==> src/rtl/aalu_pkg.sv <==
// Shared types and codes for the accumulator ALU with flags.
package aalu_pkg;

    // Operation codes carried in the request.
    typedef enum logic [4:0] {
        OP_ADD  = 5'd0,
        OP_ADC  = 5'd1,
        OP_SUB  = 5'd2,
        OP_SBC  = 5'd3,
        OP_AND  = 5'd4,
        OP_XOR  = 5'd5,
        OP_OR   = 5'd6,
        OP_CP   = 5'd7,
        OP_INC  = 5'd8,
        OP_DEC  = 5'd9,
        OP_DAA  = 5'd10,
        OP_CPL  = 5'd11,
        OP_SCF  = 5'd12,
        OP_CCF  = 5'd13,
        OP_RLC  = 5'd14,
        OP_RRC  = 5'd15,
        OP_RL   = 5'd16,
        OP_RR   = 5'd17,
        OP_SLA  = 5'd18,
        OP_SRA  = 5'd19,
        OP_SWAP = 5'd20,
        OP_SRL  = 5'd21,
        OP_BIT  = 5'd22,
        OP_RES  = 5'd23,
        OP_SET  = 5'd24,
        OP_RLCA = 5'd25,
        OP_RRCA = 5'd26,
        OP_RLA  = 5'd27,
        OP_RRA  = 5'd28,
        OP_LDA  = 5'd29,
        OP_LDF  = 5'd30
    } t_op;

    // Rotate and shift kinds of the shifter.
    typedef enum logic [2:0] {
        SH_RLC  = 3'd0,
        SH_RRC  = 3'd1,
        SH_RL   = 3'd2,
        SH_RR   = 3'd3,
        SH_SLA  = 3'd4,
        SH_SRA  = 3'd5,
        SH_SWAP = 3'd6,
        SH_SRL  = 3'd7
    } t_shift;

    // Flag register, zero flag in the top bit.
    typedef struct packed {
        logic z;
        logic n;
        logic h;
        logic c;
    } t_flags;

    // Constants of the decimal adjust.
    localparam logic [7:0] DAA_LO_ADJ = 8'h06;
    localparam logic [7:0] DAA_HI_ADJ = 8'h60;
    localparam logic [7:0] DAA_HI_LIM = 8'h99;
    localparam logic [3:0] DAA_LO_LIM = 4'h9;

endpackage

==> src/rtl/accumulator_alu_with_flags.sv <==
// Top level: request register, ALU, architectural state and result register.
//
// An 8-bit CPU style ALU holding the accumulator and the Z, N, H, C flags.
// Requests arrive on the s_axis channel: each names an operation, an operand
// byte and a bit index. Every request yields exactly one result on m_axis,
// carrying the result byte, the new flags and the new accumulator.
//
// A taken request sits in the request register, passes the combinational
// ALU and is captured in the result register together with the new state.
// One request per cycle is sustained while the receiver takes results; the
// accumulator and flag loop closes through the ALU and the state registers,
// so a request may use the state left by the one just before it.
//
// Synchronous active-low reset clears the accumulator, the flags and both
// valid bits. When the receiver stalls, the result holds in the result
// register and one more request can wait in the request register; after
// that s_axis_tready drops until the result is taken.
module accumulator_alu_with_flags
    import aalu_pkg::*;
(
    input  logic        i_clk,
    input  logic        i_rst_n,
    input  logic        s_axis_tvalid,
    output logic        s_axis_tready,
    // req_type[4:0], operand[12:5], bit_index[15:13]
    input  logic [15:0] s_axis_tdata,
    output logic        m_axis_tvalid,
    input  logic        m_axis_tready,
    // result[7:0], flags_out[11:8], acc_out[19:12], zero fill[23:20]
    output logic [23:0] m_axis_tdata
);

    logic       r_in_valid;
    logic [4:0] r_req_type;
    logic [7:0] r_operand;
    logic [2:0] r_bit_index;
    logic       r_out_valid;
    logic [7:0] r_result;
    logic [7:0] r_acc;
    t_flags     r_flags;

    logic       advance;
    logic [7:0] alu_result;
    logic [7:0] alu_acc;
    t_flags     alu_flags;

    // A request moves to the result register when that register is free or drained.
    assign advance       = r_in_valid && (!r_out_valid || m_axis_tready);
    assign s_axis_tready = !r_in_valid || advance;

    // Request register.
    always_ff @(posedge i_clk) begin
        if (!i_rst_n) begin
            r_in_valid <= 1'b0;
        end else if (s_axis_tready) begin
            r_in_valid <= s_axis_tvalid;
        end
        if (s_axis_tready && s_axis_tvalid) begin
            r_req_type  <= s_axis_tdata[4:0];
            r_operand   <= s_axis_tdata[12:5];
            r_bit_index <= s_axis_tdata[15:13];
        end
    end

    // Datapath.
    aalu_alu u_alu (
        .i_op        (t_op'(r_req_type)),
        .i_operand   (r_operand),
        .i_bit_index (r_bit_index),
        .i_acc       (r_acc),
        .i_flags     (r_flags),
        .o_result    (alu_result),
        .o_acc       (alu_acc),
        .o_flags     (alu_flags)
    );

    // Architectural state and result register update together.
    always_ff @(posedge i_clk) begin
        if (!i_rst_n) begin
            r_out_valid <= 1'b0;
            r_acc       <= 8'd0;
            r_flags     <= '0;
        end else begin
            if (advance) begin
                r_out_valid <= 1'b1;
                r_acc       <= alu_acc;
                r_flags     <= alu_flags;
            end else if (m_axis_tready) begin
                r_out_valid <= 1'b0;
            end
        end
        if (advance) begin
            r_result <= alu_result;
        end
    end

    assign m_axis_tvalid = r_out_valid;
    assign m_axis_tdata  = {4'd0, r_acc, r_flags, r_result};

    // A waiting request is never dropped before it reaches the ALU.
    a_in_hold: assert property (@(posedge i_clk) disable iff (!i_rst_n)
        (r_in_valid && !advance) |=> r_in_valid)
        else $error("request lost while waiting");

    // Every request that passes the ALU shows up as a valid result.
    a_adv_out: assert property (@(posedge i_clk) disable iff (!i_rst_n)
        advance |=> r_out_valid)
        else $error("result missing after ALU pass");

    // Loading the flags takes the operand's upper nibble.
    a_ldf: assert property (@(posedge i_clk) disable iff (!i_rst_n)
        (advance && (r_req_type == OP_LDF)) |=> (r_flags == t_flags'($past(r_operand[7:4]))))
        else $error("flag load mismatch");

    // Reset clears the state and both valid bits.
    a_reset: assert property (@(posedge i_clk)
        !i_rst_n |=> (r_acc == 8'd0) && (r_flags == '0) && !r_in_valid && !r_out_valid)
        else $error("state not cleared by reset");

endmodule

==> src/rtl/aalu_shift.sv <==
// Rotate, shift and nibble swap unit for one byte.
module aalu_shift
    import aalu_pkg::*;
(
    input  t_shift     i_kind,
    input  logic [7:0] i_value,
    input  logic       i_cin,
    output logic [7:0] o_value,
    output logic       o_cout
);

    // Select the shifted byte and the bit that leaves it.
    always_comb begin
        unique case (i_kind)
            SH_RLC: begin
                o_value = {i_value[6:0], i_value[7]};
                o_cout  = i_value[7];
            end
            SH_RRC: begin
                o_value = {i_value[0], i_value[7:1]};
                o_cout  = i_value[0];
            end
            SH_RL: begin
                o_value = {i_value[6:0], i_cin};
                o_cout  = i_value[7];
            end
            SH_RR: begin
                o_value = {i_cin, i_value[7:1]};
                o_cout  = i_value[0];
            end
            SH_SLA: begin
                o_value = {i_value[6:0], 1'b0};
                o_cout  = i_value[7];
            end
            SH_SRA: begin
                o_value = {i_value[7], i_value[7:1]};
                o_cout  = i_value[0];
            end
            SH_SWAP: begin
                o_value = {i_value[3:0], i_value[7:4]};
                o_cout  = 1'b0;
            end
            default: begin
                o_value = {1'b0, i_value[7:1]};
                o_cout  = i_value[0];
            end
        endcase
    end

endmodule

==> src/rtl/aalu_alu.sv <==
// Combinational datapath: computes result, accumulator and flags for one request.
module aalu_alu
    import aalu_pkg::*;
(
    input  t_op        i_op,
    input  logic [7:0] i_operand,
    input  logic [2:0] i_bit_index,
    input  logic [7:0] i_acc,
    input  t_flags     i_flags,
    output logic [7:0] o_result,
    output logic [7:0] o_acc,
    output t_flags     o_flags
);

    logic       carry_in;
    logic [8:0] add_sum;
    logic [4:0] add_half;
    logic [8:0] sub_diff;
    logic [4:0] sub_half;
    logic [7:0] inc_val;
    logic [7:0] dec_val;
    logic [7:0] bit_mask;
    logic [7:0] daa_adj;
    logic       daa_carry;
    logic [7:0] daa_val;
    logic [7:0] op_shift_val;
    logic       op_shift_cout;
    logic [7:0] acc_shift_val;
    logic       acc_shift_cout;

    // Carry is used only by the with-carry forms.
    assign carry_in = ((i_op == OP_ADC) || (i_op == OP_SBC)) ? i_flags.c : 1'b0;

    // Nine-bit add and subtract, five-bit nibble paths for half carry.
    assign add_sum  = {1'b0, i_acc} + {1'b0, i_operand} + {8'd0, carry_in};
    assign add_half = {1'b0, i_acc[3:0]} + {1'b0, i_operand[3:0]} + {4'd0, carry_in};
    assign sub_diff = {1'b0, i_acc} - {1'b0, i_operand} - {8'd0, carry_in};
    assign sub_half = {1'b0, i_acc[3:0]} - {1'b0, i_operand[3:0]} - {4'd0, carry_in};

    assign inc_val  = i_operand + 8'd1;
    assign dec_val  = i_operand - 8'd1;
    assign bit_mask = 8'd1 << i_bit_index;

    // Decimal adjust in both directions.
    always_comb begin
        daa_adj   = 8'd0;
        daa_carry = i_flags.c;
        if (i_flags.n) begin
            if (i_flags.h) daa_adj = daa_adj + DAA_LO_ADJ;
            if (i_flags.c) daa_adj = daa_adj + DAA_HI_ADJ;
            daa_val = i_acc - daa_adj;
        end else begin
            if (i_flags.h || (i_acc[3:0] > DAA_LO_LIM)) daa_adj = daa_adj + DAA_LO_ADJ;
            if (i_flags.c || (i_acc > DAA_HI_LIM)) begin
                daa_adj   = daa_adj + DAA_HI_ADJ;
                daa_carry = 1'b1;
            end
            daa_val = i_acc + daa_adj;
        end
    end

    // Shifter on the operand for the prefixed rotates and shifts.
    aalu_shift u_op_shift (
        .i_kind  (t_shift'(3'(i_op - OP_RLC))),
        .i_value (i_operand),
        .i_cin   (i_flags.c),
        .o_value (op_shift_val),
        .o_cout  (op_shift_cout)
    );

    // Shifter on the accumulator for the short rotates.
    aalu_shift u_acc_shift (
        .i_kind  (t_shift'(3'(i_op - OP_RLCA))),
        .i_value (i_acc),
        .i_cin   (i_flags.c),
        .o_value (acc_shift_val),
        .o_cout  (acc_shift_cout)
    );

    // Result selection by operation.
    always_comb begin
        o_result = i_acc;
        o_acc    = i_acc;
        o_flags  = i_flags;
        unique case (i_op)
            OP_ADD, OP_ADC: begin
                o_result = add_sum[7:0];
                o_acc    = add_sum[7:0];
                o_flags  = '{z: (add_sum[7:0] == 8'd0), n: 1'b0,
                             h: add_half[4], c: add_sum[8]};
            end
            OP_SUB, OP_SBC, OP_CP: begin
                o_result = sub_diff[7:0];
                if (i_op != OP_CP) o_acc = sub_diff[7:0];
                o_flags  = '{z: (sub_diff[7:0] == 8'd0), n: 1'b1,
                             h: sub_half[4], c: sub_diff[8]};
            end
            OP_AND: begin
                o_result = i_acc & i_operand;
                o_acc    = i_acc & i_operand;
                o_flags  = '{z: ((i_acc & i_operand) == 8'd0), n: 1'b0, h: 1'b1, c: 1'b0};
            end
            OP_XOR: begin
                o_result = i_acc ^ i_operand;
                o_acc    = i_acc ^ i_operand;
                o_flags  = '{z: ((i_acc ^ i_operand) == 8'd0), n: 1'b0, h: 1'b0, c: 1'b0};
            end
            OP_OR: begin
                o_result = i_acc | i_operand;
                o_acc    = i_acc | i_operand;
                o_flags  = '{z: ((i_acc | i_operand) == 8'd0), n: 1'b0, h: 1'b0, c: 1'b0};
            end
            OP_INC: begin
                o_result = inc_val;
                o_flags  = '{z: (inc_val == 8'd0), n: 1'b0,
                             h: (inc_val[3:0] == 4'h0), c: i_flags.c};
            end
            OP_DEC: begin
                o_result = dec_val;
                o_flags  = '{z: (dec_val == 8'd0), n: 1'b1,
                             h: (dec_val[3:0] == 4'hF), c: i_flags.c};
            end
            OP_DAA: begin
                o_result = daa_val;
                o_acc    = daa_val;
                o_flags  = '{z: (daa_val == 8'd0), n: i_flags.n, h: 1'b0, c: daa_carry};
            end
            OP_CPL: begin
                o_result = ~i_acc;
                o_acc    = ~i_acc;
                o_flags  = '{z: i_flags.z, n: 1'b1, h: 1'b1, c: i_flags.c};
            end
            OP_SCF: begin
                o_flags  = '{z: i_flags.z, n: 1'b0, h: 1'b0, c: 1'b1};
            end
            OP_CCF: begin
                o_flags  = '{z: i_flags.z, n: 1'b0, h: 1'b0, c: ~i_flags.c};
            end
            OP_RLC, OP_RRC, OP_RL, OP_RR, OP_SLA, OP_SRA, OP_SWAP, OP_SRL: begin
                o_result = op_shift_val;
                o_flags  = '{z: (op_shift_val == 8'd0), n: 1'b0, h: 1'b0, c: op_shift_cout};
            end
            OP_BIT: begin
                o_result = i_operand;
                o_flags  = '{z: ((i_operand & bit_mask) == 8'd0), n: 1'b0,
                             h: 1'b1, c: i_flags.c};
            end
            OP_RES: begin
                o_result = i_operand & ~bit_mask;
            end
            OP_SET: begin
                o_result = i_operand | bit_mask;
            end
            OP_RLCA, OP_RRCA, OP_RLA, OP_RRA: begin
                o_result = acc_shift_val;
                o_acc    = acc_shift_val;
                o_flags  = '{z: 1'b0, n: 1'b0, h: 1'b0, c: acc_shift_cout};
            end
            OP_LDA: begin
                o_result = i_operand;
                o_acc    = i_operand;
            end
            OP_LDF: begin
                o_result = {i_operand[7:4], 4'h0};
                o_flags  = t_flags'(i_operand[7:4]);
            end
            default: begin
                // Unused code leaves everything as it is.
                o_result = i_acc;
            end
        endcase
    end

endmodule
==> config.mk <==
export PLATFORM = sky130hd
export DESIGN_NAME = accumulator_alu_with_flags
export DESIGN_NICKNAME = d
export VERILOG_FILES = /design/src/rtl/aalu_pkg.sv /design/src/rtl/accumulator_alu_with_flags.sv /design/src/rtl/aalu_shift.sv /design/src/rtl/aalu_alu.sv
export SDC_FILE = /design/constraint.sdc
export NUM_CORES = 1
export LEC_CHECK = 0
export BUFFER_PORTS_ARGS = -buffer_cell sky130_fd_sc_hd__clkbuf_2
export CAP_MARGIN = 20
export CORE_MARGIN = 2
export CORE_UTILIZATION = 55
export DETAILED_ROUTE_END_ITERATION = 10
export GPL_TIMING_DRIVEN = 0
export PLACE_DENSITY = 0.74
export REMOVE_ABC_BUFFERS = 1
export SETUP_SLACK_MARGIN = 0.1
export SYNTH_ARGS = -nofsm -noshare
export SYNTH_HDL_FRONTEND = slang
export SYNTH_SLANG_ARGS = --single-unit
==> constraint.sdc <==
create_clock -name i_clk -period 7.7 [get_ports i_clk]
set_input_delay 0.77 -clock i_clk [delete_from_list [all_inputs] [get_ports i_clk]]
set_output_delay 0.77 -clock i_clk [all_outputs]
set_load 0.05 [all_outputs]
# Yosys cells after proc, flatten, opt, wreduce, memory -nomap -nowiden
# Index checks and enable logic that the tools add are counted.
# Widths: inputs -> output; s select.
# word_totals
reg_bits	38
input_bits	20
elab_cells	156
# classes
addsub	16
magnitude_cmp	2
n_eq_ne	47
shifts	1
n_mux	22
n_bitwise	16
n_reduce_logical	41
# op_table
operator	count
$pmux 8 s15	1
$pmux 8 s7	2
$logic_not 8->1	10
$eq 5x5->1 const B	15
$pmux 8 s9	1
$mux 8	8
$pmux 4 s15	1
$eq 5x4->1 const B	8
$and 8x8->8	3
$eq 5x3->1 const B	4
$eq 3x3->1 const B	6
$add 8x7->8 const B	2
$not 8->8	2
$or 8x8->8	2
$reduce_bool 15->1	1
$reduce_bool 14->1	1
$eq 3x2->1 const B	4
$reduce_bool 12->1	1
$reduce_bool 11->1	1
$eq 5x2->1 const B	2
$add 8x8->9	1
$add 9x1->9	1
$reduce_bool 9->1	1
$reduce_or 3->1	3
40 further kinds	64

# Logic depth before layout (Yosys ltp)
# Gate-level depths: netlist of the first run.
# depth
ltp_word	11
ltp_mapped	16

# By module
# Synthesis of the first run repeated with hierarchy kept, for this count alone.
# hier_totals
cells_unflattened	733
hier_area_um2	5551.6
# by_module_without_submodules
mod	instances	cells_each	area_per_inst_um2
aalu_alu	1	570	3763.6
accumulator_alu_with_flags	1	91	1342.5
aalu_shift	2	36	222.7

# Worst setup path before layout of the first run
# No wires, ideal clock.
# synth_path
path_type	register -> register
from	register r_acc[1]
to	register r_result[7], data pin
arrival_time_ps	3587
t_required_ps	7444
setup_slack_ps	3857
path_stages_with_launch	13
n_path_buf	1
synth_period_minus_slack_ps	3843
cell_sequence	dfxtp_1 clkbuf_1 o21a_1 nor2_1 or2_2 ha_1 or3_1 o2bb2ai_2 nor3_1 or4_4 a2111oi_4 o211ai_1 o22a_1
# synth_via
elab_chain_cells	10
word_cells_on_any_way	17
# synth_lines
element	line_no	source
start: declaration	accumulator_alu_with_flags.sv:39	logic [7:0] r_acc;
start signal: assignment	accumulator_alu_with_flags.sv:86	r_acc <= alu_acc;
$gt 4x4->1	aalu_alu.sv:53	if (i_flags.h || (i_acc[3:0] > DAA_LO_LIM)) daa_adj = daa_adj + DAA_LO_ADJ;
$logic_or 1x1->1	aalu_alu.sv:53	
$mux 3	aalu_alu.sv:53	
$mux 8	aalu_alu.sv:48	if (i_flags.n) begin
$add 8x7->8	aalu_alu.sv:55	daa_adj = daa_adj + DAA_HI_ADJ;
$mux 8	aalu_alu.sv:54	if (i_flags.c || (i_acc > DAA_HI_LIM)) begin
$mux 8	aalu_alu.sv:48	
$add 8x8->8	aalu_alu.sv:58	daa_val = i_acc + daa_adj;
$mux 8	aalu_alu.sv:48	
$pmux 8 s15 (*)	aalu_alu.sv:85	unique case (i_op)
via alu_result[7]	accumulator_alu_with_flags.sv:43	logic [7:0] alu_result;
end signal: assignment	accumulator_alu_with_flags.sv:93	r_result <= alu_result;
end: declaration	accumulator_alu_with_flags.sv:38	logic [7:0] r_result;
# Mark *: on every way through the listed nets, which the timed path passes. The rest lies on a longest branch. The select of a mux whose other input is x is not followed.
# A chain may end at the register's enable or synchronous reset.

# Worst setup path after layout of the first run
# layout_path
from	register r_req_type[0]
to	register r_result[2], data pin
# layout_via
elab_chain_cells	5
word_cells_on_any_way	57
# layout_lines
element	line_no	source
start: declaration	accumulator_alu_with_flags.sv:34	logic [4:0] r_req_type;
start signal: assignment	accumulator_alu_with_flags.sv:59	r_req_type <= s_axis_tdata[4:0];
$eq 5x1->1 / $eq 5x2->1 (equally long branches)	aalu_alu.sv:32, aalu_alu.sv:85	
$logic_or 1x1->1	aalu_alu.sv:32	assign carry_in = ((i_op == OP_ADC) || (i_op == OP_SBC)) ? i_flags.c : 1'b0;
$mux 1	aalu_alu.sv:32	
$sub 9x1->9 / $add 9x1->9 (equally long branches)	aalu_alu.sv:37, aalu_alu.sv:35	
$pmux 8 s15 (*)	aalu_alu.sv:85	
via alu_result[2]	accumulator_alu_with_flags.sv:43	
# Mark *: on every way through the listed nets, which the timed path passes. The rest lies on a longest branch.

==> flow_metrics.tcl, run 1 <==
set metrics [dict create \
    status "completed" \
    gp_congestion 1.01 \
    design.die.area_um2 10300 \
    synth_cell_type_count 81 \
    cts-root-buf "clkbuf_8" \
    period_minus_slack_ns 4.23 \
    crit_start "r_req_type[0]$_DFFE_PP_" \
    synth_edf_count 24 \
    fill_cells 888 \
    synth_simple_gate_area_share_pct 26.6 \
    muxShareOfSynthArea_pct 1.56 \
    r2r_end "r_result[2]$_DFFE_PP_" \
    dpl-instance-area_um2 5380 \
    synthToLayoutAreaGrowth_pct 6.93 \
    post_cts_resized 0 \
    drive_gt1_share_pct 9.63 \
    synthAdderAreaFrac_pct 12.1 \
    ys_seq_area_share_pct 19.2 \
    h-tree-depth 2 \
    insertion_delay_ns 0.30 \
    end_kind "flip-flop" \
    clk_path_buf_depth 2 \
    drv_cap 0 \
    synth-xor-area-share_pct 5.03 \
    syn_area_per_cell_um2 7.48 \
    tightest_slew_ns 1.17 \
    cts_sinks 38 \
    post-cts-setup-buffers 0 \
    seq_power_share_pct 32.8 \
    hp-class "reg -> reg" \
    peakVddDrop_mv 0.0984 \
    grt_max_degree 42 \
    die_h_um 101 \
    wl_per_cell_um 22.1 \
    ys.warnings.count 0 \
    via_per_inst 6.82 \
    rrSetupSlack_ns 3.47 \
    crit_type "reg -> reg" \
    path_clk_slew_ns 0.08 \
    grt_overflow_total 0 \
    p_per_area_nw_per_um2 149 \
    max_freq_mhz 236 \
    ys_ff_latch 38 \
    drtIter0Drc 783 \
    drc_errors 0 \
    holdBufCountCts 0 \
    first_global_vias 5263 \
    finalClockSkew_ns 0.00644 \
    relSlewSlack_pct 22.0 \
    startpoint_type "flip-flop" \
    final-hold-violation-count 0 \
    rsz0062_at_grt "false" \
    total_leakage_power_nw 2.22 \
    async_flop_share_pct 0 \
    firstDrtPassIters 6 \
    tns_ns 0 \
    antenna_found_initial 0 \
    slew_viol_final 0 \
    worst-endpoint-required_ns 7.70 \
    ant_nets 0 \
    io_pins 46 \
    coreArea_um2 9240 \
    ys_top_cells_by_area "edfxtp_1, ha_1, dfxtp_1" \
    synth_top_family_by_area "compound AO/OA/AOI/OAI gates" \
    endpoint "r_result[2]$_DFFE_PP_" \
    clkPwrFrac_pct 25.0 \
    port_buffers 41 \
    synth_top_area_cell "edfxtp_1" \
    antenna_cells 0 \
    r2r_cells 9 \
    p_switching_mw 0.338 \
    die_x_um 101 \
    initial_core_util_pct 56.5 \
    cts_buffers 5 \
    power.internal_mw 0.492 \
    rr_startpoint "r_req_type[0]$_DFFE_PP_" \
    row_count 35 \
    crit_fanout 32 \
    grtUsageTotal_pct 35.5 \
    postLayoutCellArea_um2 5580 \
    hpwl_um 13200 \
    tritoncts "done" \
    synth_flop_cell "edfxtp_1" \
    swShare_pct 40.7 \
    pwr-share-comb_pct 42.2 \
    crit_arrival_ns 4.23 \
    nets 763 \
    routed_wl_um 18300 \
    grt_pass1_wl_um 28100 \
    syn_inst 698 \
    fin_crit_sh_pct 54.9 \
    synthesis.area_um2 5220 \
    synth_compound_area_share_pct 27.3 \
    synth_top_area_share_pct 13.8 \
    finalSetupViolCount 0 \
    dr_total_vias 5626 \
]
[synth_stat cells, types with 5 or more instances]
library cell / number
dfxtp_1: 14
nand4_1: 12
nand2_1: 55
inv_1: 37
a22oi_1: 9
clkbuf_1: 33
xor2_1: 9
nor3b_1: 5
nand3_1: 23
a31oi_1: 18
a211oi_1: 13
a21oi_1: 37
nor2b_1: 14
and3b_1: 5
o21ai_1: 7
o22ai_1: 14
xnor2_1: 21
mux2i_1: 7
buf_4: 8
nor4_1: 5
a221oi_1: 11
nand2b_1: 10
a211o_1: 5
a2111oi_0: 5
nor2_1: 64
o21ai_0: 43
ha_1: 44
nor3_1: 20
and2_1: 8
and3_1: 11
edfxtp_1: 24
buf_2: 16
or3_1: 5
[state kept, by name (all words and copies together) (netlist names)]
signal,cells
m_axis_tdata,4
m_axis_tvalid,1
r_acc,8
r_bit_index,3
r_in_valid,1
r_operand,8
r_req_type,5
r_result,8
[power groups by stage]
stage,Combinational [mW],Clock (mW),Sequential (mW)
finish,0.350,0.208,0.273
CTS,0.333,0.207,0.275
detailed placement,0.331,0,0.279
global route,0.379,0.218,0.274
floorplan,0.218,0,0.293
global placement,0.318,0,0.282
[worst min path at each step]
stage / start / endpoint / slack (ns) / depth (start not counted)
4_1_cts: m_axis_tdata[9]$_SDFFE_PN0P_ / m_axis_tdata[9]$_SDFFE_PN0P_ / 0.52 / 2
5_1_grt: r_in_valid$_SDFFE_PN0N_ / m_axis_tvalid$_SDFFE_PN0P_ / 0.56 / 2
2_1_floorplan: r_in_valid$_SDFFE_PN0N_ / m_axis_tvalid$_SDFFE_PN0P_ / 0.48 / 2
3_5_place_dp: m_axis_tdata[9]$_SDFFE_PN0P_ / m_axis_tdata[9]$_SDFFE_PN0P_ / 0.50 / 2
3_3_place_gp: r_in_valid$_SDFFE_PN0N_ / m_axis_tvalid$_SDFFE_PN0P_ / 0.50 / 2
6_report: m_axis_tdata[9]$_SDFFE_PN0P_ / m_axis_tdata[9]$_SDFFE_PN0P_ / 0.51 / 2
[metrics by stage]
stage / hold slack (ns) / power (mW) / worst slack, ns / utilization, % / std cells
2_1_floorplan: 0.478 / 0.511 / 3.97 / - / 641
3_3_place_gp: 0.496 / 0.600 / 3.04 / 57.6 / 811
3_5_place_dp: 0.503 / 0.611 / 3.43 / 58.3 / 814
4_1_cts: 0.517 / 0.814 / 3.43 / 59.7 / 822
5_1_grt: 0.562 / 0.872 / 3.33 / 60.4 / 825
6_report: 0.510 / 0.831 / 3.47 / 60.4 / 825
[cell type report]
| class | count | area [um2] | area share [%] |
|---|---|---|---|
| multi-input combinational | 563 | 3810 | 68.2 |
| clock buffer | 5 | 68.8 | 1.23 |
| timing repair buffer | 47 | 327 | 5.85 |
| inverter | 40 | 150 | 2.69 |
| clock inverter | 3 | 68.8 | 1.23 |
| sequential | 38 | 1000 | 17.9 |
| tap | 129 | 161 | 2.89 |
[per-layer routing]
layer	global-route usage, %	wire, um	up-vias
li1	-	-	2569
met1	46.5	7190	2573
met2	54.9	7790	384
met3	8.76	2220	100
met4	17.2	1050	0
met5	0	0	-
[cells in the final DEF, fill, tap and decap left out, drive strengths merged, types with 7 or more instances in the layout]
master	instances
inv	39
xnor2	21
a211oi	13
nand2	55
o22ai	15
o21ai	50
nand2b	10
edfxtp	24
a221oi	11
nand3	23
and2	8
ha	44
nor2b	14
a21oi	37
clkbuf	46
nor3	21
dfxtp	14
and3	11
a22oi	9
mux2i	7
a31oi	18
xor2	9
nand4	12
nor2	64
[cells by family (layout without fill, tap and decap cells)]
logic type               after synthesis  in the layout
buffers and inverters                100             95
multiplexers                           8              8
AND/OR/NAND/NOR                      263            263
AO/OA/AOI/OAI                        210            210
other                                  1              4
adder cells (fa/ha/maj)               48             48
XOR/XNOR                              30             30
flip-flops                            38             38
[critical path, cell delays in order, from the launching register on]
cell	delay (ns)
edfxtp_1	0.97
buf_16	0.26
and3b_1	0.21
nand2_1	0.13
fa_1	0.45
fa_1	0.48
a21oi_1	0.22
o32ai_1	0.13
a2111oi_0	0.81
a31oi_1	0.26
Note: power is estimated with default switching activity, not from simulation.
==> run 2, diff against run 1 <==
Settings changed: PLACE_DENSITY 0.74 to 0.77.
Clock period 7.7 ns to 3.5 ns, I/O delays scaled along.
==> flow_metrics.tcl, run 2 (synthesized netlist as in run 1, its figures left out) <==
set metrics [dict create \
    status "completed" \
    reg_top3 "r_acc: 8 flops, r_operand: 8 flops, r_result: 8 flops" \
    drv_cap 0 \
    holdBufCountCts 0 \
    total_leakage_power_nw 2.40 \
    final-hold-violation-count 0 \
    p_total_mw 1.92 \
    initial_core_util_pct 56.5 \
    peakVddDrop_mv 0.275 \
    drive_gt1_share_pct 16.9 \
    worst_hold_startpoint "s_axis_tdata[13]" \
    end_kind "flip-flop" \
    crit_arrival_ns 3.42 \
    clk_path_buf_depth 2 \
    path_clk_slew_ns 0.09 \
    layout_commonest_cell "nor2_1" \
    drc_errors 0 \
    slew_viol_final 0 \
    via_per_inst 6.92 \
    antenna_cells 0 \
    tritoncts "done" \
    first_global_vias 5513 \
    top_usage_layer "met2" \
    p_per_area_nw_per_um2 325 \
    grt_pass1_wl_um 30600 \
    relSlewSlack_pct 25.3 \
    hpwl_um 13700 \
    layout_common_cells "nor2_1, nand2_1, o21ai_0, ha_1, clkbuf_2" \
    fin_util_pct 63.9 \
    period_minus_slack_ns 3.37 \
    grt_max_degree 29 \
    crit_fanout 6 \
    die_x_um 101 \
    antenna_found_initial 0 \
    synthToLayoutAreaGrowth_pct 13.1 \
    wl_per_cell_um 23.8 \
    coreArea_um2 9240 \
    hp-class "in -> reg" \
    design.die.area_um2 10300 \
    max_freq_mhz 297 \
    startpoint_type "flip-flop" \
    dr_total_vias 5941 \
    rr_startpoint "r_acc[1]$_SDFFE_PN0P_" \
    firstDrtPassIters 8 \
    crit_type "reg -> reg" \
    cts_buffers 5 \
    met2_usage_pct 61.2 \
    die_h_um 101 \
    rsz0062_at_grt "true" \
    finalSetupViolCount 0 \
    h-tree-depth 2 \
    cts_sinks 38 \
    finalClockSkew_ns 0.00979 \
    drtIter0Drc 836 \
    insertion_delay_ns 0.31 \
    met1_usage_pct 48.6 \
    crit_start "r_acc[1]$_SDFFE_PN0P_" \
    port_buffers 41 \
    ant_nets 0 \
    grt_overflow_total 0 \
    tightest_slew_ns 1.11 \
    io_pins 46 \
    fin_crit_sh_pct 96.3 \
    gp_congestion 1.07 \
    grt_util_met3_pct 12.1 \
    row_count 35 \
    nets 796 \
    cts-root-buf "clkbuf_8" \
    routed_wl_um 20500 \
    worst-endpoint-required_ns 3.55 \
    grtUsageTotal_pct 39.4 \
]
-- run 2: metal layers --
layer | wire (um) | share of wire, %
met1 | 7370 | 36
met2 | 8680 | 42
met3 | 2790 | 14
met4 | 1620 | 7.9
met5 | 0 | 0
-- run 2: cell type report --
cell class	instances	area [um2]
Tap cell	129	161
Sequential cell	38	1010
Timing Repair Buffer	80	547
Clock inverter	3	68.8
Multi-Input combinational cell	563	3890
Inverter	40	154
Fill cell	838	3330
Clock buffer	5	68.8
-- run 2: worst paths after layout --
path | cells past startpoint | end | slack [ns]
worst max-delay path | 13 | r_result[7]$_DFFE_PP_ | 0.13
worst max register to register | 13 | r_result[7]$_DFFE_PP_ | 0.13
worst min register to register | 2 | m_axis_tdata[9]$_SDFFE_PN0P_ | 0.51
worst min-delay path | 1 | r_bit_index[0]$_DFFE_PP_ | 0.21
-- run 2: per-stage QoR --
step | area [um2] | hold WS (ns) | cells | setup WS (ns) | TNS [ns]
2_1_floorplan | 4960 | 0.449 | 641 | -0.234 | -0.676
3_3_place_gp | 5320 | 0.497 | 811 | -1.19 | -15.30
3_5_place_dp | 5380 | 0.501 | 814 | -0.684 | -7.52
4_1_cts | 5790 | 0.218 | 846 | 0.103 | 0
5_1_grt | 5910 | 0.199 | 858 | 0.0138 | 0
6_report | 5910 | 0.213 | 858 | 0.129 | 0
-- run 2: where the power goes --
group	internal (mW)	switching (mW)
registers	0.511	0.0533
logic	0.328	0.559
clock network	0.286	0.179
total	1.13	0.791
-- run 2: what timing repair did --
action	4_1_cts	5_1_grt
resized for setup	15	13
setup endpoints to repair	19	10
buffers inserted	23	11
pin swaps	5	6
gates cloned	1	0
-- run 2: worst max-delay path, cell delays in order (launching register included) --
cell,delay [ns]
dfxtp_4,0.37
o21a_1,0.20
a211o_1,0.30
a21oi_2,0.17
ha_1,0.25
inv_1,0.05
mux2i_1,0.07
ha_2,0.24
a21oi_1,0.19
nor2_1,0.06
or4_4,0.51
a2111oi_4,0.35
o211ai_1,0.14
o22a_1,0.20
